## config.mk

```make
export PLATFORM = sky130hd
export DESIGN_NAME = dct2d_forward
export DESIGN_NICKNAME = d
export VERILOG_FILES = /design/src/rtl/dct2d_pkg.sv /design/src/rtl/dct2d_ram.sv /design/src/rtl/dct2d_mac.sv /design/src/rtl/dct2d_seq.sv /design/src/rtl/dct2d_forward.sv
export SDC_FILE = /design/constraint.sdc
export NUM_CORES = 2
export LEC_CHECK = 0
export BUFFER_PORTS_ARGS = -buffer_cell sky130_fd_sc_hd__buf_2
export CORE_AREA = 2 2 432 434
export DETAILED_ROUTE_END_ITERATION = 12
export DIE_AREA = 0 0 434 436
export PLACE_DENSITY = 0.64
export SYNTH_ARGS = -nofsm -noshare
export SYNTH_HDL_FRONTEND = slang
export SYNTH_SLANG_ARGS = --single-unit
```

## constraint.sdc

```tcl
create_clock -name clk -period 20.6 [get_ports clk]
set_clock_uncertainty 0.1 [all_clocks]
set_input_delay 4.12 -clock clk [delete_from_list [all_inputs] [get_ports clk]]
set_output_delay 4.12 -clock clk [all_outputs]
set_load 0.02 [all_outputs]
```

## src/rtl/dct2d_pkg.sv

```systemverilog
// Shared types, sizes and cosine tables for the 2-D forward DCT block.
// Used by every module of the block but the RAM; depends on nothing else.

package dct2d_pkg;

	localparam int ROWS = 8;
	localparam int COLS = 8;

	// Clamped block sizes.
	localparam int RSZ = (ROWS < 1) ? 1 : ((ROWS > 8) ? 8 : ROWS);
	localparam int CSZ = (COLS < 1) ? 1 : ((COLS > 8) ? 8 : COLS);
	localparam int BLK = RSZ * CSZ;

	// The sample store always spans the largest block.
	localparam int STORE_DEPTH = 64;
	localparam int ADDR_W      = 6;
	localparam int IDX_W       = 3;
	localparam int SAMPLE_W    = 16;
	localparam int COEF_W      = 32;
	localparam int COS_W       = 16;
	localparam int PROD1_W     = SAMPLE_W + COS_W;
	localparam int PROD2_W     = PROD1_W + COS_W;
	localparam int ACC_W       = PROD2_W + 5;
	localparam int ROUND_SHIFT = 22;

	localparam logic [ADDR_W-1:0] BLK_LAST = ADDR_W'(BLK - 1);
	localparam logic [IDX_W-1:0]  ROW_LAST = IDX_W'(RSZ - 1);
	localparam logic [IDX_W-1:0]  COL_LAST = IDX_W'(CSZ - 1);

	typedef logic [63:0][COS_W-1:0] cos_tab_t;

	// round(32768 * cos(pi*k/(2n))) for n in 1..8, k in 0..n, with 1.0 held at 32767.
	localparam logic [0:8][0:8][COS_W-1:0] QUARTER_COS = '{
		'{16'd0,     16'd0,     16'd0,     16'd0,     16'd0,
		  16'd0,     16'd0,     16'd0,     16'd0},
		'{16'd32767, 16'd0,     16'd0,     16'd0,     16'd0,
		  16'd0,     16'd0,     16'd0,     16'd0},
		'{16'd32767, 16'd23170, 16'd0,     16'd0,     16'd0,
		  16'd0,     16'd0,     16'd0,     16'd0},
		'{16'd32767, 16'd28378, 16'd16384, 16'd0,     16'd0,
		  16'd0,     16'd0,     16'd0,     16'd0},
		'{16'd32767, 16'd30274, 16'd23170, 16'd12540, 16'd0,
		  16'd0,     16'd0,     16'd0,     16'd0},
		'{16'd32767, 16'd31164, 16'd26510, 16'd19261, 16'd10126,
		  16'd0,     16'd0,     16'd0,     16'd0},
		'{16'd32767, 16'd31651, 16'd28378, 16'd23170, 16'd16384,
		  16'd8481,  16'd0,     16'd0,     16'd0},
		'{16'd32767, 16'd31946, 16'd29523, 16'd25619, 16'd20431,
		  16'd14218, 16'd7292,  16'd0,     16'd0},
		'{16'd32767, 16'd32138, 16'd30274, 16'd27246, 16'd23170,
		  16'd18205, 16'd12540, 16'd6393,  16'd0}
	};

	// Entry {x,k} holds cos(pi/n * (x + 1/2) * k) in Q1.15, folded onto the quarter wave.
	function automatic cos_tab_t cos_tab(input int n);
		cos_tab_t tab;
		int x;
		int k;
		int p;
		tab = '0;
		for (int e = 0; e < 64; e++) begin
			x = e >> 3;
			k = e & 7;
			if (x < n && k < n) begin
				p = (2 * x + 1) * k;
				for (int r = 0; r < 8; r++) begin
					if (p >= 4 * n)
						p = p - 4 * n;
				end
				if (p > 2 * n)
					p = 4 * n - p;
				if (p > n)
					tab[e] = COS_W'(16'd0 - QUARTER_COS[n][2 * n - p]);
				else
					tab[e] = QUARTER_COS[n][p];
			end
		end
		return tab;
	endfunction

	localparam cos_tab_t COS_ROW = cos_tab(RSZ);
	localparam cos_tab_t COS_COL = cos_tab(CSZ);

	typedef enum logic [1:0] {
		ST_LOAD,
		ST_WAIT,
		ST_ISSUE,
		ST_DRAIN
	} seq_state_t;

	// One term handed from the sequencer to the multiply-accumulate unit.
	typedef struct packed {
		logic                    valid;
		logic                    first_term;
		logic                    last_term;
		logic signed [COS_W-1:0] cos_row;
		logic signed [COS_W-1:0] cos_col;
	} mac_term_t;

endpackage

```

## src/rtl/dct2d_ram.sv

```systemverilog
// Generic single-write, single-read RAM with a registered read port.
// Stands alone; used for the sample store of the DCT block.

module dct2d_ram #(
	parameter int WIDTH = 16,
	parameter int DEPTH = 64
) (
	input  logic                     clk,
	input  logic                     we,
	input  logic [$clog2(DEPTH)-1:0] waddr,
	input  logic [WIDTH-1:0]         wdata,
	input  logic                     re,
	input  logic [$clog2(DEPTH)-1:0] raddr,
	output logic [WIDTH-1:0]         rdata
);

	logic [WIDTH-1:0] mem [DEPTH];

	always_ff @(posedge clk) begin
		if (we)
			mem[waddr] <= wdata;
		if (re)
			rdata <= mem[raddr];
	end

endmodule

```

## src/rtl/dct2d_mac.sv

```systemverilog
// Shared multiply-accumulate unit: two registered multiplies, an exact accumulator,
// and Q23.8 rounding of the finished sum. Depends on dct2d_pkg.

module dct2d_mac (
	input  logic                                   clk,
	input  logic                                   arst_n,
	input  dct2d_pkg::mac_term_t                   term_s1,
	input  logic signed [dct2d_pkg::SAMPLE_W-1:0]  sample_s1,
	output logic                                   res_valid,
	output logic [dct2d_pkg::COEF_W-1:0]           coefficient
);

	logic                                   valid_s2, first_s2, last_s2;
	logic                                   valid_s3, first_s3, last_s3;
	logic signed [dct2d_pkg::PROD1_W-1:0]   prod1_s2;
	logic signed [dct2d_pkg::COS_W-1:0]     cos_col_s2;
	logic signed [dct2d_pkg::PROD2_W-1:0]   prod2_s3;
	logic signed [dct2d_pkg::ACC_W-1:0]     acc_q;
	logic signed [dct2d_pkg::ACC_W-1:0]     prod2_ext;
	logic signed [dct2d_pkg::ACC_W-1:0]     rounded;
	logic                                   done_q;

	always_ff @(posedge clk or negedge arst_n) begin
		if (!arst_n) begin
			valid_s2 <= 1'b0;
			first_s2 <= 1'b0;
			last_s2  <= 1'b0;
			valid_s3 <= 1'b0;
			first_s3 <= 1'b0;
			last_s3  <= 1'b0;
			done_q   <= 1'b0;
		end else begin
			valid_s2 <= term_s1.valid;
			first_s2 <= term_s1.first_term;
			last_s2  <= term_s1.last_term;
			valid_s3 <= valid_s2;
			first_s3 <= first_s2;
			last_s3  <= last_s2;
			done_q   <= valid_s3 && last_s3;
		end
	end

	always_ff @(posedge clk) begin
		prod1_s2   <= sample_s1 * $signed(term_s1.cos_row);
		cos_col_s2 <= $signed(term_s1.cos_col);
		prod2_s3   <= prod1_s2 * cos_col_s2;
		if (valid_s3) begin
			if (first_s3)
				acc_q <= prod2_ext;
			else
				acc_q <= acc_q + prod2_ext;
		end
	end

	assign prod2_ext = dct2d_pkg::ACC_W'(prod2_s3);

	// The sum stays below 2^51 in magnitude, so the shifted result always fits in
	// 32 bits and the saturation limits are never reached.
	assign rounded     = acc_q + dct2d_pkg::ACC_W'(1 << (dct2d_pkg::ROUND_SHIFT - 1));
	assign coefficient = dct2d_pkg::COEF_W'(rounded >>> dct2d_pkg::ROUND_SHIFT);
	assign res_valid   = done_q;

endmodule

```

## src/rtl/dct2d_seq.sv

```systemverilog
// Sequencer of the DCT block: loads samples, waits for a free output register, then walks
// the (u,v,i,j) loops feeding one term per cycle to the shared MAC. Depends on dct2d_pkg.

module dct2d_seq (
	input  logic                                clk,
	input  logic                                arst_n,
	input  logic                                s_tvalid,
	output logic                                s_tready,
	input  logic                                out_free,
	input  logic                                res_valid,
	output logic                                coef_last,
	output logic                                ram_we,
	output logic [dct2d_pkg::ADDR_W-1:0]        ram_waddr,
	output logic                                ram_re,
	output logic [dct2d_pkg::ADDR_W-1:0]        ram_raddr,
	output dct2d_pkg::mac_term_t                term_s1
);

	dct2d_pkg::seq_state_t              state_q, state_d;
	logic [dct2d_pkg::ADDR_W-1:0]       load_q;
	logic [dct2d_pkg::ADDR_W-1:0]       addr_q;
	logic [dct2d_pkg::IDX_W-1:0]        i_q, j_q, u_q, v_q;
	logic                               issue;
	logic                               issue_last;

	assign issue_last = (addr_q == dct2d_pkg::BLK_LAST);
	assign coef_last  = (u_q == dct2d_pkg::ROW_LAST) && (v_q == dct2d_pkg::COL_LAST);

	always_comb begin
		state_d = state_q;
		unique case (state_q)
			dct2d_pkg::ST_LOAD: begin
				if (s_tvalid && load_q == dct2d_pkg::BLK_LAST)
					state_d = dct2d_pkg::ST_WAIT;
			end
			dct2d_pkg::ST_WAIT: begin
				if (out_free)
					state_d = dct2d_pkg::ST_ISSUE;
			end
			dct2d_pkg::ST_ISSUE: begin
				if (issue_last)
					state_d = dct2d_pkg::ST_DRAIN;
			end
			dct2d_pkg::ST_DRAIN: begin
				if (res_valid)
					state_d = coef_last ? dct2d_pkg::ST_LOAD : dct2d_pkg::ST_WAIT;
			end
			default: state_d = dct2d_pkg::ST_LOAD;
		endcase
	end

	always_comb begin
		s_tready = 1'b0;
		issue    = 1'b0;
		unique case (state_q)
			dct2d_pkg::ST_LOAD:  s_tready = 1'b1;
			dct2d_pkg::ST_ISSUE: issue    = 1'b1;
			default: ;
		endcase
	end

	assign ram_we    = s_tready && s_tvalid;
	assign ram_waddr = load_q;
	assign ram_re    = issue;
	assign ram_raddr = addr_q;

	always_ff @(posedge clk or negedge arst_n) begin
		if (!arst_n) begin
			state_q <= dct2d_pkg::ST_LOAD;
			load_q  <= '0;
			addr_q  <= '0;
			i_q     <= '0;
			j_q     <= '0;
			u_q     <= '0;
			v_q     <= '0;
			term_s1 <= '0;
		end else begin
			state_q <= state_d;

			if (ram_we)
				load_q <= (load_q == dct2d_pkg::BLK_LAST) ? '0 : load_q + 1'b1;

			// Terms go out in store order, so the read address is a plain counter.
			if (issue) begin
				addr_q <= issue_last ? '0 : addr_q + 1'b1;
				if (j_q == dct2d_pkg::COL_LAST) begin
					j_q <= '0;
					i_q <= (i_q == dct2d_pkg::ROW_LAST) ? '0 : i_q + 1'b1;
				end else begin
					j_q <= j_q + 1'b1;
				end
			end

			if (state_q == dct2d_pkg::ST_DRAIN && res_valid) begin
				if (v_q == dct2d_pkg::COL_LAST) begin
					v_q <= '0;
					u_q <= (u_q == dct2d_pkg::ROW_LAST) ? '0 : u_q + 1'b1;
				end else begin
					v_q <= v_q + 1'b1;
				end
			end

			// Aligned with the registered RAM read data.
			term_s1.valid      <= issue;
			term_s1.first_term <= (addr_q == '0);
			term_s1.last_term  <= issue_last;
			term_s1.cos_row    <= $signed(dct2d_pkg::COS_ROW[{i_q, u_q}]);
			term_s1.cos_col    <= $signed(dct2d_pkg::COS_COL[{j_q, v_q}]);
		end
	end

endmodule

```

## src/rtl/dct2d_forward.sv

```systemverilog
// Top level of the 8x8 forward 2-D DCT-II: sample store, sequencer, shared MAC
// and the output register. Depends on dct2d_pkg, dct2d_ram, dct2d_seq, dct2d_mac.
//
//   channel   dir   tdata fields (low bit up)      tlast
//   s_*       in    sample[15:0] (signed)          -
//   m_*       out   coefficient[31:0] (Q23.8)      last_coefficient
//
// Loading accepts one sample per cycle while s_tvalid is high; the block is ready only while loading.
// Each coefficient first waits for the output register to be free, then passes every
// term of the block through the shared multiply-accumulate unit and drains its pipeline.
// A coefficient starts only when the output register is free, so a stalled
// output holds the sequencer. Reset returns to loading with an empty block.

module dct2d_forward (
	input  logic                               clk,
	input  logic                               arst_n,
	input  logic                               s_tvalid,
	output logic                               s_tready,
	input  logic [dct2d_pkg::SAMPLE_W-1:0]     s_tdata,   // [15:0] sample
	output logic                               m_tvalid,
	input  logic                               m_tready,
	output logic [dct2d_pkg::COEF_W-1:0]       m_tdata,   // [31:0] coefficient
	output logic                               m_tlast
);

	logic                                   ram_we, ram_re;
	logic [dct2d_pkg::ADDR_W-1:0]           ram_waddr, ram_raddr;
	logic [dct2d_pkg::SAMPLE_W-1:0]         ram_rdata;
	dct2d_pkg::mac_term_t                   term_s1;
	logic                                   res_valid, coef_last, out_free;
	logic [dct2d_pkg::COEF_W-1:0]           coefficient;
	logic                                   m_tvalid_q, m_tlast_q;
	logic [dct2d_pkg::COEF_W-1:0]           m_tdata_q;

	assign out_free = !m_tvalid_q || m_tready;

	dct2d_ram #(
		.WIDTH(dct2d_pkg::SAMPLE_W),
		.DEPTH(dct2d_pkg::STORE_DEPTH)
	) u_store (
		.clk   (clk),
		.we    (ram_we),
		.waddr (ram_waddr),
		.wdata (s_tdata),
		.re    (ram_re),
		.raddr (ram_raddr),
		.rdata (ram_rdata)
	);

	dct2d_seq u_seq (
		.clk       (clk),
		.arst_n    (arst_n),
		.s_tvalid  (s_tvalid),
		.s_tready  (s_tready),
		.out_free  (out_free),
		.res_valid (res_valid),
		.coef_last (coef_last),
		.ram_we    (ram_we),
		.ram_waddr (ram_waddr),
		.ram_re    (ram_re),
		.ram_raddr (ram_raddr),
		.term_s1   (term_s1)
	);

	dct2d_mac u_mac (
		.clk         (clk),
		.arst_n      (arst_n),
		.term_s1     (term_s1),
		.sample_s1   ($signed(ram_rdata)),
		.res_valid   (res_valid),
		.coefficient (coefficient)
	);

	// A result only lands when the register was free at the start of its coefficient.
	always_ff @(posedge clk or negedge arst_n) begin
		if (!arst_n) begin
			m_tvalid_q <= 1'b0;
		end else if (res_valid) begin
			m_tvalid_q <= 1'b1;
		end else if (m_tready) begin
			m_tvalid_q <= 1'b0;
		end
	end

	always_ff @(posedge clk) begin
		if (res_valid) begin
			m_tdata_q <= coefficient;
			m_tlast_q <= coef_last;
		end
	end

	assign m_tvalid = m_tvalid_q;
	assign m_tdata  = m_tdata_q;
	assign m_tlast  = m_tlast_q;

endmodule

```

==> results.py <==
metrics = {
    "yosys": {
        "synth_edf_count": 1125,
        "ys_seq_elements": 1290,
        "synth.avg_cell_area_um2": 13.1,
        "yosysUniqueCellTypes": 77,
        "syn_inst": 6185,
        "synth_top_area_frac": 0.417,
        "yosys_warnings": 0,
        "synth-async-reset-ratio": 0.0535,
        "netlist_top_cells_area": "edfxtp_1 42%, fa_1 19%, mux4_2 9.5%, ha_1 4.4%, inv_1 4.2%",
        "synth.net_count": 7240,
        "ys.flop_type": "edfxtp_1",
        "ys_seq_area_frac": 0.462,
        "yosysTopAreaCell": "edfxtp_1",
        "syn_area_um2": 80900,
    },
    "cts": {
        "cts_resized": 0,
        "cts_root_buffer": "clkbuf_16",
        "cts_max_level": 4,
        "clk_latency_ns": 0.76,
        "cts_tree": "done",
        "clk_pin_slew_ns": 0.06,
        "cts_buffers": 136,
        "clk_path_buf_depth": 3,
        "ctsHoldBuffers": 0,
        "post_cts_buffers": 0,
        "cts_num_sinks": 1290,
    },
    "global_route": {
        "groute.usage.overall": 0.203,
        "grt_max_degree": 104,
        "grtUsageMet1": 0.260,
        "grt_overflow_total": 0,
        "grt_pass1_vias": 50200,
        "grt_pass1_wl_mm": 294,
        "grt.met3_usage": 0.0278,
        "antenna_found_initial": 6,
        "grt_most_used_layer": "met2",
        "use_met2": 0.356,
    },
    "setup_path": {
        "critical_path_required_ns": 21.18,
        "critPathLaunchType": "flop",
        "crit_chain": "nand2_1 > fa_1 > inv_1 > fa_1 > inv_1 > fa_1 > inv_1 > fa_1 > fa_1 > inv_1 > fa_1 > inv_1 > ha_1 > nand3_1 > or2_1 > or3_1 > a21o_1 > nand3_1 > a221o_1 > nand3_1 > and2_1 > o41ai_1 > xor2_1",
        "crit_fanout": 16,
        "path_buf_inv": 5,
        "critPathMaxStageDelay_ns": 0.81,
        "path_class": "flop to flop",
        "cp.arrival_ns": 7.72,
        "crit_family": "adder cells",
        "critPathCaptureType": "flop",
        "reg2reg_from": "u_mac.prod1_s2[7]$_DFF_P_",
        "cp_slowest_cell": "dfxtp_1",
        "crit_start": "u_mac.prod1_s2[7]$_DFF_P_",
        "crit_top_cell": "fa_1",
    },
    "timing": {
        "fin_crit_ns": 7.14,
        "finalHoldViolCount": 0,
        "finalSetupTns_ns": 0,
        "slew_headroom": 0.172,
        "fin_crit_sh": 0.347,
        "tightest_slew_ns": 1.24,
        "finalSetupViolations": 0,
        "fmax_ghz": 0.140,
        "slew_violations": 0,
        "rsz0062_at_grt": "no",
    },
    "hold_path": {
        "hp-class": "flop to flop",
        "hp-start": "u_mac.first_s2$_DFF_PN0_",
    },
    "place": {
        "place_congestion": 0.879,
        "hpwl_mm": 128,
        "numPortBuffers": 54,
    },
    "routing": {
        "drtAntennaViolNets": 0,
        "viasPerCell": 5.48,
        "wl_mm": 189,
        "drtIter0Drc": 4033,
        "vias": 48100,
        "drc_errors": 0,
        "routedWlPerCell_um": 21.5,
        "dr.pass1.iters": 6,
    },
    "layout": {
        "multi_input_area_um2": 39000,
        "final_nets": 7256,
        "final_common_cell": "edfxtp_1",
        "drive_above_1_share": 0.116,
        "fillCellCount": 16100,
        "regArea_um2": 37400,
        "area_growth_pct": 9.50,
        "final_cell_mix": "1,125 x edfxtp_1, 901 x inv_1, 749 x fa_1",
    },
    "floorplan": {
        "rows": 158,
        "core_area_um2": 185000,
        "ioPinCount": 55,
        "dieHeight_um": 436,
        "die_w_um": 434,
        "fp.dieArea_um2": 189000,
        "start_util": 0.438,
    },
    "flow_run": {
        "cap_violations": 0,
    },
    "run_status": {
        "status": "finished clean",
    },
}
## cell type report
cell class	count	share of cell area
multi-input combinational	3702	0.440
sequential	1290	0.423
clock buffer	176	0.0407
inverter	908	0.0385
tap	2480	0.0350
timing repair buffer	163	0.0126
clock inverter	67	0.0103
antenna	1	0.0000282
## state kept, by name, indices dropped and copies added, names as in the netlist, 2 cells and up
name / flops
m_tdata: 31
u_mac.acc_q: 53
u_mac.cos_col_s2: 16
u_mac.prod1_s2: 32
u_mac.prod2_s3: 48
u_seq.i_q: 3
u_seq.j_q: 3
u_seq.ram_raddr: 6
u_seq.ram_waddr: 6
u_seq.state_q: 2
u_seq.term_s1: 35
u_seq.u_q: 3
u_seq.v_q: 3
u_store.mem: 1024
u_store.rdata: 16
## metal layers
metal / wire (µm) / vias to the layer above / part of all wire
met5: 27 / - / 0.00014
met4: 5610 / 4 / 0.030
met3: 10200 / 297 / 0.054
met2: 98800 / 1468 / 0.52
met1: 74600 / 25100 / 0.39
li1: - / 21300 / -
## synth_stat cells, drive strengths merged, types with 10 or more instances
cell	count
o21ai	188
clkbuf	246
a31oi	22
nand3b	10
fa	749
nor2	263
nand3	50
and2	311
buf	39
ha	286
a221oi	17
dfxtp	96
nor2b	12
nand2	626
mux4	343
o21a	11
o211ai	23
dfrtp	69
a21o	82
and3	28
inv	902
a21oi	209
nand2b	39
xnor2	120
o31ai	13
nor3	48
a211oi	32
or3	13
nand4	16
edfxtp	1125
xor2	37
o21bai	29
## cells by family after synthesis
logic type	Yosys count	share of synthesized area
XOR/XNOR	157	0.0170
AND/OR/NAND/NOR	1451	0.0840
adder cells (fa/ha/maj)	1035	0.229
AO/OA/AOI/OAI	704	0.0547
flip-flops	1290	0.462
buffers and inverters	1193	0.0554
multiplexers	355	0.0970
## metrics by stage
step / hold slack [ns] / util / worst slack, ns / cells / area (µm²)
global route: 0.240 / 0.480 / 13.16 / 8786 / 88600
global placement: 0.228 / 0.455 / 13.64 / 8543 / 84100
CTS: 0.224 / 0.480 / 13.52 / 8786 / 88600
finish: 0.225 / 0.480 / 13.46 / 8787 / 88600
detailed placement: 0.227 / 0.455 / 13.55 / 8543 / 84100
floorplan: 0.224 / - / 14.11 / 6185 / 80900
## path summary, 6_finish.rpt
check	slack [ns]	endpoint	cells past startpoint
max in group asynchronous	16.00	u_seq.ram_raddr[1]$_DFFE_PN0P_	2
worst max register to register	13.46	u_mac.prod2_s3[45]$_DFF_P_	23
min in group asynchronous	3.11	u_seq.ram_waddr[2]$_DFFE_PN0P_	1
worst min register to register	0.22	u_mac.first_s3$_DFF_PN0_	0
worst max-delay path	13.46	u_mac.prod2_s3[45]$_DFF_P_	23
worst min-delay path	0.22	u_mac.first_s3$_DFF_PN0_	0
Power is left out: the tool's default activity adds up to more than one toggle a clock period on the data nets, which glitch-free logic cannot reach.
